===== config.mk =====
export PLATFORM = sky130hd
export DESIGN_NAME = stu_ctrl
export DESIGN_NICKNAME = d
export VERILOG_FILES = /design/src/hw/rtl/stu_pkg.sv /design/src/hw/rtl/stu_ctrl.sv
export SDC_FILE = /design/constraint.sdc
export NUM_CORES = 1
export LEC_CHECK = 0
export ABC_AREA = 1
export BUFFER_PORTS_ARGS = -buffer_cell sky130_fd_sc_hd__clkbuf_2
export CAP_MARGIN = 40
export CORE_UTILIZATION = 30
export CTS_CLUSTER_DIAMETER = 150
export DETAILED_ROUTE_END_ITERATION = 10
export PLACE_DENSITY = 0.48
export SYNTH_ARGS = -nofsm -noshare
export SYNTH_HDL_FRONTEND = slang
export SYNTH_SLANG_ARGS = --single-unit
export TNS_END_PERCENT = 50

===== constraint.sdc =====
create_clock -name i_clk -period 3.2 [get_ports i_clk]
set_input_delay 0.64 -clock i_clk [delete_from_list [all_inputs] [get_ports i_clk]]
set_output_delay 0.64 -clock i_clk [all_outputs]
set_load 0.02 [all_outputs]

===== src/hw/rtl/stu_pkg.sv =====
`timescale 1ns / 1ps
// ----------------------------------------------------------------------------
// stu_pkg
// shared types and constants of the training-unit register file
// ----------------------------------------------------------------------------
package stu_pkg;

    // network shape and fixed-point format
    localparam int N_OUT     = 2;
    localparam int N_HID     = 4;
    localparam int N_IN      = 4;
    localparam int FRAC_BITS = 8;

    // storage depths of the word map
    localparam int ACT_DEPTH = 4;
    localparam int WD_DEPTH  = 16;
    localparam int L1_DEPTH  = 16;
    localparam int L2_DEPTH  = 8;
    localparam int OD_DEPTH  = 2;
    localparam int HD_DEPTH  = 4;

    localparam int IDX_W  = 4;
    localparam int ADDR_W = 7;
    localparam int DATA_W = 32;
    localparam int CFG_W  = 31;
    localparam int CMD_W  = 5;

    localparam logic [ADDR_W-1:0] WORD_CMD  = 7'd28;
    localparam logic [ADDR_W-1:0] WORD_LOSS = 7'd76;

    // command word bits
    localparam logic [CMD_W-1:0] CMD_LOSS_D2  = 5'h01;
    localparam logic [CMD_W-1:0] CMD_D1       = 5'h02;
    localparam logic [CMD_W-1:0] CMD_UPD_L2   = 5'h04;
    localparam logic [CMD_W-1:0] CMD_UPD_L1   = 5'h08;
    localparam logic [CMD_W-1:0] CMD_LOSS_CLR = 5'h10;

    typedef enum logic [1:0] {
        CFG_ERR_LIMIT,
        CFG_DELTA_LIMIT,
        CFG_LR_SHIFT,
        CFG_LEAK_SHIFT
    } t_cfg_idx;

    typedef enum logic [3:0] {
        OP_NONE,
        OP_ERR,
        OP_MUL_SQ,
        OP_MUL_LEAK,
        OP_MUL_HID,
        OP_ROUND,
        OP_LOSS_ADD,
        OP_OUT_DELTA,
        OP_HID_DELTA,
        OP_UPD_L2,
        OP_UPD_L1,
        OP_LOSS_CLR
    } t_dp_op;

    typedef enum logic [3:0] {
        ST_IDLE,
        ST_D2_ERR,
        ST_D2_SQ,
        ST_D2_SQ_RND,
        ST_D2_LOSS,
        ST_D2_LEAK,
        ST_D2_LEAK_RND,
        ST_D2_OUT,
        ST_D1_MUL,
        ST_D1_RND,
        ST_D1_OUT,
        ST_UPD2,
        ST_UPD1,
        ST_CLR
    } t_state;

    // bus word as seen by the controller
    typedef struct packed {
        logic              accept;
        logic              write;
        logic [ADDR_W-1:0] address;
        logic [CMD_W-1:0]  bits;
    } t_req;

    // controller to datapath
    typedef struct packed {
        logic             busy;
        logic             bus_wr;
        t_dp_op           op;
        logic [IDX_W-1:0] idx;
    } t_ctrl;

endpackage


===== src/hw/rtl/stu_ctrl.sv =====
`timescale 1ns / 1ps
// ----------------------------------------------------------------------------
// stu_ctrl
// sequencer that walks the command bits and drives datapath operations
// ----------------------------------------------------------------------------
module stu_ctrl
    import stu_pkg::*;
(
    input  logic  i_clk,
    input  logic  i_rst_n,
    input  t_req  i_req,
    output t_ctrl o_ctrl
);

    t_state           r_state, n_state;
    logic [IDX_W-1:0] r_idx, n_idx;
    logic [CMD_W-1:0] r_bits, n_bits;

    // first pending step in command order
    function automatic t_state pick(input logic [CMD_W-1:0] bits);
        t_state s;
        if ((bits & CMD_LOSS_D2) != '0) s = ST_D2_ERR;
        else if ((bits & CMD_D1) != '0) s = ST_D1_MUL;
        else if ((bits & CMD_UPD_L2) != '0) s = ST_UPD2;
        else if ((bits & CMD_UPD_L1) != '0) s = ST_UPD1;
        else if ((bits & CMD_LOSS_CLR) != '0) s = ST_CLR;
        else s = ST_IDLE;
        return s;
    endfunction

    always_ff @(posedge i_clk) begin
        if (!i_rst_n) begin
            r_state <= ST_IDLE;
            r_idx   <= '0;
            r_bits  <= '0;
        end else begin
            r_state <= n_state;
            r_idx   <= n_idx;
            r_bits  <= n_bits;
        end
    end

    always_comb begin
        n_state       = r_state;
        n_idx         = r_idx;
        n_bits        = r_bits;
        o_ctrl.busy   = (r_state != ST_IDLE);
        o_ctrl.bus_wr = 1'b0;
        o_ctrl.op     = OP_NONE;
        o_ctrl.idx    = r_idx;
        unique case (r_state)
            ST_IDLE: begin
                o_ctrl.bus_wr = i_req.accept & i_req.write;
                if (i_req.accept && i_req.write && i_req.address == WORD_CMD) begin
                    n_bits  = i_req.bits;
                    n_idx   = '0;
                    n_state = pick(i_req.bits);
                end
            end
            ST_D2_ERR: begin
                o_ctrl.op = OP_ERR;
                n_state   = ST_D2_SQ;
            end
            ST_D2_SQ: begin
                o_ctrl.op = OP_MUL_SQ;
                n_state   = ST_D2_SQ_RND;
            end
            ST_D2_SQ_RND: begin
                o_ctrl.op = OP_ROUND;
                n_state   = ST_D2_LOSS;
            end
            ST_D2_LOSS: begin
                o_ctrl.op = OP_LOSS_ADD;
                n_state   = ST_D2_LEAK;
            end
            ST_D2_LEAK: begin
                o_ctrl.op = OP_MUL_LEAK;
                n_state   = ST_D2_LEAK_RND;
            end
            ST_D2_LEAK_RND: begin
                o_ctrl.op = OP_ROUND;
                n_state   = ST_D2_OUT;
            end
            ST_D2_OUT: begin
                o_ctrl.op = OP_OUT_DELTA;
                if (r_idx == IDX_W'(N_OUT - 1)) begin
                    n_idx   = '0;
                    n_state = pick(r_bits & ~CMD_LOSS_D2);
                end else begin
                    n_idx   = r_idx + 1'b1;
                    n_state = ST_D2_ERR;
                end
            end
            ST_D1_MUL: begin
                o_ctrl.op = OP_MUL_HID;
                n_state   = ST_D1_RND;
            end
            ST_D1_RND: begin
                o_ctrl.op = OP_ROUND;
                n_state   = ST_D1_OUT;
            end
            ST_D1_OUT: begin
                o_ctrl.op = OP_HID_DELTA;
                if (r_idx == IDX_W'(N_HID - 1)) begin
                    n_idx   = '0;
                    n_state = pick(r_bits & (CMD_UPD_L2 | CMD_UPD_L1 | CMD_LOSS_CLR));
                end else begin
                    n_idx   = r_idx + 1'b1;
                    n_state = ST_D1_MUL;
                end
            end
            ST_UPD2: begin
                o_ctrl.op = OP_UPD_L2;
                if (r_idx == IDX_W'(N_OUT * N_HID - 1)) begin
                    n_idx   = '0;
                    n_state = pick(r_bits & (CMD_UPD_L1 | CMD_LOSS_CLR));
                end else begin
                    n_idx = r_idx + 1'b1;
                end
            end
            ST_UPD1: begin
                o_ctrl.op = OP_UPD_L1;
                if (r_idx == IDX_W'(N_HID * N_IN - 1)) begin
                    n_idx   = '0;
                    n_state = pick(r_bits & CMD_LOSS_CLR);
                end else begin
                    n_idx = r_idx + 1'b1;
                end
            end
            ST_CLR: begin
                o_ctrl.op = OP_LOSS_CLR;
                n_state   = ST_IDLE;
            end
            default: begin
                n_state = ST_IDLE;
            end
        endcase
    end

endmodule


==> metrics.txt, run 1 <==
status=complete, no violations; Max-cap violations=0; arrival time at the worst endpoint=1410 ps; Least-Margin Pin Slew=512 ps; Sink Count=12; worst path bufs/invs=3; crit path cell chain=nor2_2 > inv_2 > nor2_4 > inv_1 > nor2_1 > clkbuf_2; compound-cell area share of the yosys netlist=14.6%; Finished Core Util=37.9%; Die Ht=62.1 um; vias in the first global route=1,101; Layout area overhead=18.8%; critical path launch point=r_state[0]; slowest CP cell=dfxtp_1; final non-filler cell total=259; GRT Overall Usage=16.9%; Nets=232; CP peak stage delay=400 ps; Fin. Hold Viols=0; placed cells=255; fmax=488 MHz; Initial Util=31.9%; Post-Synth Adder-Cell Area=2.31%; clock skew=4.49 ps; #FFs+latches synth=12; final setup fails=0; post-CTS setup buffer count=0; drt wl/cell=10.9 um; Vias=1,208; DR vias/cell=4.66; data required time of the critical path=2560 ps; CTS HTree Levels=1; startpoint type of the worst setup path=flip-flop; Die W=62.1 um; setup ws final=1150 ps; mapped cell area=1080 um^2; drt initial violations=72; Post-Synth XOR/XNOR Area=0.809%; worst rel slew slack=65.8%; Slew Limit Fails=0; DP HPWL=2340 um; Clk pin slew, worst setup/hold paths=80 ps; Congestion Overflow GR=0; DP Worst Slack=1180 ps; first drt pass iteration count=4; Setup crit end kind=primary output; post-route ant nets=0; Post-Syn Area per Cell=5.82 um^2; Crit Path Max Fanout=7; Max VDD drop=0.160 mV; first-pass GRT wire length=4750 um; row cnt=21; Setup TNS Final=0 ps; CORE AREA=3390 um^2; Post-Synth Simple-Gate Area=49.0%; Clock Tree Buf Depth=2; cell family with most CP delay=simple AND/OR/NAND/NOR gates; Synth top area share=22.2%; GP Congestion=0.843; DR DRC count=0; RSZ-0062 raised after global routing=no; Yosys top cell by area=dfxtp_1; hold_sp=r_bits[3]; r2r setup slk=1400 ps; Worst Setup Path Type=flip-flop to primary output; Synth area leaders=dfxtp_1 22%, nand2_1 15%, nor2_1 11%; post-synth cell types=27; largest net degree at the start of global routing=12; fin crit period=2050 ps; Final period util=64.0%; Syn Inst Count=186; Port Buffers=25; DIE AREA=3850 um^2; hold bufs inserted after CTS=0; main combinational cell family by area after synthesis=simple AND/OR/NAND/NOR gates; Hold Path Class=flip-flop to flip-flop; Syn Nets=204; yosys warns=0; Root Driver=clkbuf_4; share of cells above drive strength 1=24.4%; sequential fraction of the synthesis area=22.2%; leakage power=0.668 nW; post-cts resize count=0; TritonCTS buffer count=3; multiplexer share of the synthesized area=0%; pwr/cell area=236 nW/um^2; Routed WL=2810 um; later-pin clock latency in the skew report=280 ps; ant diodes=0; worst reg2reg startpoint=r_state[0]; CTS tree=built; initial antenna violation count=0; # IOs=26
==> state kept, by name (all words and copies together) (netlist names) <==
register  flops
r_bits        4
r_idx         4
r_state       4
==> cell usage after synthesis <==
cell	number
inv_2	4
xor2_1	1
nor3_4	1
nor2_1	32
and2_4	1
ha_1	2
o21ai_2	1
nand2_1	44
nand4_1	3
o211ai_1	1
nor2_2	3
nand2_2	7
nor2_4	3
nand3b_1	1
dfxtp_1	12
a21oi_1	16
buf_4	2
a21boi_0	1
nor3_1	1
o21ai_1	5
nor3b_1	1
a21oi_2	1
inv_1	23
clkinv_1	1
o21ai_0	4
nand3_2	2
nand3_1	13
==> report_power, final <==
part	total (mW)	switching (mW)	leakage, nW	internal [mW]
combinational	0.0317	0.0179	0.550	0.0137
clock	0.122	0.0526	0.0210	0.0692
sequential	0.150	0.000299	0.0966	0.149
total	0.303	0.0708	0.668	0.232
==> worst paths after layout <==
path / endpoint / depth (start not counted)
max reg2reg: r_idx[2] / 8
min: r_bits[3] / 2
min reg2reg: r_bits[3] / 2
max: o_ctrl[8] / 6
==> layout by cell type, fill, tap and decap left out, types with 2 or more instances in the layout <==
master,instances
nand3_2,2
nand2_2,7
clkbuf_4,3
nand2_1,44
inv_1,23
nand4_1,3
clkbuf_2,25
dfxtp_1,12
a21oi_1,16
inv_2,4
nor2_2,3
o21ai_0,4
ha_1,2
o21ai_1,5
nor2_4,3
nand3_1,13
nor2_1,32
==> worst min-delay path, cell delays in order, from the launching register on <==
cell and delay [ps]:
dfxtp_1 320, inv_1 70, a21oi_1 60
==> layout make-up <==
class	count	area [um^2]
clock buffers	4	36.3
fillers	386	2100
inverters	28	105
multi-input cells	144	722
flip-flops and latches	12	240
well taps	46	57.6
repair buffers	25	125
==> cell families after synthesis <==
| group | after synthesis |
|---|---|
| simple gates | 112 |
| xor+xnor | 1 |
| flops | 12 |
| compound gates | 29 |
| buf+inv | 30 |
| fa+ha+maj | 2 |
==> stage by stage <==
| stage | hold WS [ps] | power, mW | cell area, um^2 |
|---|---|---|---|
| finish | 487 | 0.303 | 1290 |
| floorplan | 444 | 0.169 | 1080 |
| global placement | 467 | 0.184 | 1250 |
| CTS | 484 | 0.307 | 1290 |
| detailed placement | 473 | 0.185 | 1250 |
| global route | 524 | 0.320 | 1290 |
==> layer usage <==
layer | global-route usage, % | routed length [um] | vias to the layer above | part of all wire [%]
met5 | 0 | 0 | - | 0
met3 | 3.73 | 108 | 2 | 3.8
li1 | - | - | 649 | -
met2 | 28.0 | 1320 | 26 | 47
met4 | 2.86 | 12 | 0 | 0.43
met1 | 22.7 | 1370 | 531 | 49
Note: power is estimated with default switching activity, not from simulation.
==> inputs of run 2 (changes only) <==
==> constraint.sdc (replaced) <==
create_clock -name i_clk -period 2.1 [get_ports i_clk]
set_input_delay 0.42 -clock i_clk [delete_from_list [all_inputs] [get_ports i_clk]]
set_output_delay 0.42 -clock i_clk [all_outputs]
set_load 0.02 [all_outputs]
==> run 2 against run 1 <==
  * Setup slack worse by 890 ps
  * Register-to-register slack got worse by 870 ps
  * Cell area is 0.58% higher
  * Non-clock buffer count grew 1
  * First-iteration DRC count up 18%
  * Cell count is 0.39% higher
  * Critical path type unchanged
  * Critical endpoint is now o_ctrl[6]
  * Highest routed layer unchanged
==> metrics.txt, run 2 (synthesis results as in run 1) <==
GRT Overall Usage=16.5% (-0.37 points); vias in the first global route=1,087 (-1.3%); uppermost routed layer=met4; Least-Margin Pin Slew=377 ps (-135 ps); first drt pass iteration count=4 (unchanged); fin crit period=1840 ps; Final period util=87.7%; post-route ant nets=0 (unchanged); later-pin clock latency in the skew report=280 ps (about the same); post-cts resize count=0 (unchanged); Slew Limit Fails=0 (unchanged); worst rel slew slack=74.8% (+9.0 points); GP Congestion=0.884 (+5.0%); r2r setup slk=530 ps (-870 ps); pwr/cell area=360 nW/um^2 (+53%); Finished Core Util=38.2% (+0.22 points); cell family with most CP delay=flip-flops; Setup TNS Final=0 ps (unchanged); status=complete, no violations; worst r2r path cells=8 (unchanged); CP peak stage delay=550 ps (+150 ps); slowest CP cell=dfxtp_1; DR DRC count=0 (unchanged); Max VDD drop=0.224 mV (+40%); Vias=1,216 (+0.66%); Setup crit end kind=primary output; Worst Hold End=r_idx[0]; Die W=62.1 um (unchanged); setup ws final=258 ps (-893 ps); Clk pin slew, worst setup/hold paths=80 ps (about the same); row cnt=21 (unchanged); Initial Util=31.9% (unchanged); share of cells above drive strength 1=24.8% (+0.35 points); Max-cap violations=0 (unchanged); Clock Tree Buf Depth=2 (unchanged); Hold Path Class=primary input to flip-flop; leakage power=0.672 nW (+0.62%); crit path cell chain=nand2_2 > o211ai_1 > nand3_1 > inv_1 > clkbuf_2; DIE AREA=3850 um^2 (unchanged); largest net degree at the start of global routing=12 (unchanged); Pint=0.354 mW (+52%); Fin. Hold Viols=0 (unchanged); first-pass GRT wire length=4690 um (-1.3%); Comb pwr share=10.3% (-0.2 points); TritonCTS buffer count=3 (unchanged); Congestion Overflow GR=0 (unchanged); Clock Power Share=40.8% (+0.6 points); DR vias/cell=4.68 (+0.28%); final non-filler cell total=260 (+0.39%); final setup fails=0 (unchanged); Nets=233 (+0.43%); RSZ-0062 raised after global routing=no; met1 WL=1320 um (-3.7%); post-CTS setup buffer count=0 (unchanged); ant diodes=0 (unchanged); CORE AREA=3390 um^2 (unchanged); # IOs=26 (unchanged); hold bufs inserted after CTS=0 (unchanged); fmax=543 MHz; DP Worst Slack=551 ps (-631 ps); Port Buffers=25 (unchanged); Psw=0.112 mW (+58%); worst reg2reg startpoint=r_idx[0]; CP Depth=5 (-1); Reg power frac=48.9% (-0.5 points); R2R Path End=r_state[3]; CTS HTree Levels=1 (unchanged); startpoint type of the worst setup path=flip-flop; Sink Count=12 (unchanged); Crit Path Max Fanout=9 (+2); Die Ht=62.1 um (unchanged); WL met3=114 um (+5.6%); data required time of the critical path=1680 ps (-880 ps); hold_sp=i_rst_n; arrival time at the worst endpoint=1420 ps (about the same); DP HPWL=2330 um (-0.60%); commonest non-fill, non-tap cell in the layout=nand2_1; drt initial violations=85 (+18%); initial antenna violation count=0 (unchanged); met2 wire length=1280 um (-2.7%); drt wl/cell=10.6 um (-2.7%); Routed WL=2750 um (-2.3%); Root Driver=clkbuf_4; placed cells=256 (+0.39%); Regs by FF count=r_bits (4), r_idx (4), r_state (4); worst path bufs/invs=2 (-1); Worst Setup Path Type=flip-flop to primary output; clock skew=3.57 ps (-0.929 ps); Hold Path Depth=3 (+1); sw frac=24.0% (+0.69 points); CTS tree=built; Layout area overhead=19.5%; commonest cells after routing, fill and taps aside=44 x nand2_1, 32 x nor2_1, 25 x clkbuf_2
## run 2: cell count changes in the layout (fill, tap and decap cells not counted)
cell,delta
buf_4,+1
## run 2: power groups by stage
stage / Combinational, mW / Clock, mW / Sequential, mW
floorplan: 0.0243 / 0 / 0.233
global placement: 0.0479 / 0 / 0.233
detailed placement: 0.0484 / 0 / 0.233
CTS: 0.0486 / 0.195 / 0.228
global route: 0.0548 / 0.200 / 0.228
finish: 0.0479 / 0.190 / 0.228
## run 2: worst max-delay path by stage
stage	slack, ps	endpoint	startpoint
floorplan	510	o_ctrl[8]	r_state[1]
global placement	550	o_ctrl[8]	r_state[1]
detailed placement	550	o_ctrl[8]	r_state[1]
CTS	240	o_ctrl[8]	r_state[1]
global route	130	o_ctrl[6]	r_state[1]
finish	260	o_ctrl[6]	r_state[1]
## run 2: tightest hold or removal path: cells and delay by family
family | cells | cell delay [ps]
buffers and inverters | 1 | 140
and+or+nand+nor | 2 | 110
## run 2: cell type report
type | count | area [um^2]
multi-input cells | 144 | 722
fillers | 393 | 2100
repair buffers | 26 | 133
well taps | 46 | 57.6
inverters | 28 | 105
flip-flops and latches | 12 | 240
clock buffers | 4 | 36.3
## run 2: layer usage
metal	GRT usage, %	vias to the layer above
li1	-	651
met1	22.0	529
met2	28.4	32
met3	2.48	4
met4	2.86	0
met5	0	-
## run 2: stage by stage
| step | power [mW] | cell area, um^2 | hold WS [ps] |
|---|---|---|---|
| detailed placement | 0.282 | 1260 | 471 |
| floorplan | 0.258 | 1080 | 444 |
| global route | 0.483 | 1290 | 471 |
| global placement | 0.281 | 1260 | 460 |
| CTS | 0.471 | 1290 | 429 |
| finish | 0.466 | 1290 | 431 |
==> inputs of run 3 (changes only) <==
--- a/config.mk
+++ b/config.mk
@@ -5,7 +5,6 @@
 export SDC_FILE = /design/constraint.sdc
 export NUM_CORES = 1
 export LEC_CHECK = 0
-export ABC_AREA = 1
 export BUFFER_PORTS_ARGS = -buffer_cell sky130_fd_sc_hd__clkbuf_2
 export CAP_MARGIN = 40
 export CORE_UTILIZATION = 30
==> run 3 against run 2 <==
  * First-iteration DRC count decreased by 31%
  * Via count fell by 11%
  * Sequential cell count unchanged
  * Fmax down 6.4%
  * Clock power about the same
  * Critical endpoint is now o_ctrl[8]
  * Largest cell class unchanged
  * Largest power group unchanged
==> metrics.txt, run 3 <==
status=complete, no violations; final setup fails=0 (unchanged); DP Worst Slack=231 ps (-320 ps); Regs by FF count=r_bits (4), r_idx (4), r_state (4); worst rel slew slack=55.0% (-20 points); Synth area leaders=dfxtp_1 24%, o21ai_0 6.0%, mux2i_1 5.0%; Routed WL=2710 um (-1.6%); Setup crit end kind=primary output; DP HPWL=2170 um (-6.7%); Port Buffers=25 (unchanged); vias in the first global route=1,022 (-6.0%); first-pass GRT wire length=4570 um (-2.5%); CTS tree=built; Crit Path Max Fanout=7 (-2); post-CTS setup buffer count=0 (unchanged); Setup TNS Final=0 ps (unchanged); Initial Util=32.3% (+0.37 points); RSZ-0062 raised after global routing=no; pwr/cell area=366 nW/um^2 (+1.6%); met1 Use GR=21.1% (-0.93 points); Layout area overhead=25.3%; commonest cells after routing, fill and taps aside=25 x clkbuf_2, 12 x o21ai_0, 11 x nor2_1; sw frac=23.1% (-0.91 points); DR vias/cell=5.23 (+12%); # IOs=26 (unchanged); Slew Limit Fails=0 (unchanged); #FFs+latches synth=12 (unchanged); commonest non-fill, non-tap cell in the layout=clkbuf_2; fin crit period=1970 ps (+126 ps); Congestion Overflow GR=0 (unchanged); row cnt=20 (-4.8%); Root Driver=clkbuf_4; CTS HTree Levels=1 (unchanged); GP Congestion=0.878 (-0.69%); Finished Core Util=40.5% (+2.3 points); Clock Tree Buf Depth=2 (unchanged); largest net degree at the start of global routing=12 (unchanged); Reg power frac=49.5% (+0.6 points); Post-synth EDFFs=0 (unchanged); Die Ht=59.8 um (-3.6%); Final period util=93.7% (+6.0 points); Syn Nets=152 (-25%); Max-cap violations=0 (unchanged); data required time of the critical path=1680 ps (about the same); first drt pass iteration count=4 (unchanged); sequential fraction of the synthesis area=24.0% (+1.8 points); Fin. Hold Viols=0 (unchanged); mapped cell area=1000 um^2 (-7.4%); ant diodes=0 (unchanged); drt wl/cell=13.0 um (+23%); Worst Setup Path Type=flip-flop to primary output; initial antenna violation count=0 (unchanged); Clock Power Share=41.2% (+0.4 points); Psw=0.106 mW (-5.1%); fmax=508 MHz (-6.4%); yosys warns=0 (unchanged); DR DRC count=0 (unchanged); r2r setup slk=180 ps (-350 ps); Post-Syn Area per Cell=7.48 um^2 (+29%); Sink Count=12 (unchanged); placed cells=204 (-20%); M2 GR Usage=28.3% (-0.17 points); Yosys top cell by area=dfxtp_1; Hold Path Class=primary input to flip-flop; DIE AREA=3580 um^2 (-7.2%); Nets=183 (-21%); post-route ant nets=0 (unchanged); Clk pin slew, worst setup/hold paths=80 ps (about the same); arrival time at the worst endpoint=1550 ps (+130 ps); Comb pwr share=9.3% (-1.0 points); startpoint type of the worst setup path=flip-flop; CORE AREA=3100 um^2 (-8.5%); Max VDD drop=0.181 mV (-19%); later-pin clock latency in the skew report=280 ps (about the same); TritonCTS buffer count=3 (unchanged); met3 usage=2.16% (-0.32 points); Pint=0.354 mW (-0.15%); grt peak-use layer=met2; ys async rst share=0% (unchanged); final non-filler cell total=208 (-20%); GRT Overall Usage=16.7% (+0.21 points); Fin Hold WS=469 ps (+38.9 ps); leakage power=0.545 nW (-19%); share of cells above drive strength 1=26.8% (+2.1 points); Syn Inst Count=134 (-28%); drt initial violations=59 (-31%); Synth top area share=24.0% (+1.8 points); Die W=59.8 um (-3.6%); most common library cells after synthesis=12 x dfxtp_1, 12 x o21ai_0, 11 x nor2_1; Vias=1,087 (-11%); setup ws final=133 ps (-126 ps); clock skew=2.01 ps (-1.56 ps); ys flop type=dfxtp_1; post-synth cell types=46 (+70%); Least-Margin Pin Slew=668 ps (+291 ps)
run 3: critical path: stages (launching register included):
cell and delay, ps:
dfxtp_2 360, or4_1 600, nor2_1 130, clkbuf_2 170
run 3: cell type report:
type | count | area [um^2]
Fill cell | 353 | 1850
Multi-Input combinational cell | 105 | 692
Timing Repair Buffer | 35 | 200
Sequential cell | 12 | 243
Inverter | 8 | 30.0
Tap cell | 44 | 55.1
Clock buffer | 4 | 36.3
run 3: kinds of logic after synthesis:
group	after synthesis	share of synthesized area (%)
and+or+nand+nor	52	29.8
AOI/OAI and AO/OA	43	29.1
buffers and inverters	17	6.99
DFF	12	24.0
muxes	5	4.99
xor gates and xnor gates	3	2.62
adders and majority gates	2	2.50
run 3: repair_timing:
action                                  4_1_cts  5_1_grt
endpoints found under the setup margin        0        1
gates resized for setup                       0        2
hold buffers                                  0        0
run 3: power groups by stage:
stage | Clock, mW | Combinational (mW) | Sequential (mW)
2_1_floorplan | 0 | 0.0199 | 0.233
3_3_place_gp | 0 | 0.0421 | 0.233
3_5_place_dp | 0 | 0.0427 | 0.233
4_1_cts | 0.194 | 0.0429 | 0.228
5_1_grt | 0.200 | 0.0475 | 0.228
6_report | 0.190 | 0.0426 | 0.228
run 3: per-stage QoR:
step / instance area (um^2) / power (mW)
3_5_place_dp: 1220 / 0.276
4_1_cts: 1250 / 0.465
3_3_place_gp: 1220 / 0.275
6_report: 1260 / 0.460
5_1_grt: 1260 / 0.475
2_1_floorplan: 1000 / 0.253
run 3: worst paths after layout:
kind / from / cells past startpoint / endpoint
setup / recovery: r_state[0] / 3 / o_ctrl[8]
hold / removal: i_req[3] / 3 / r_bits[3]
setup reg to reg: r_idx[0] / 7 / r_state[0]
hold reg to reg: r_idx[1] / 2 / r_idx[1]
run 3: per-layer routing:
| metal | vias to the layer above | part of all wire [%] |
|---|---|---|
| met5 | - | 0 |
| met4 | 0 | 2.2 |
| met3 | 7 | 4.5 |
| met2 | 28 | 45 |
| met1 | 491 | 49 |
| li1 | 561 | - |
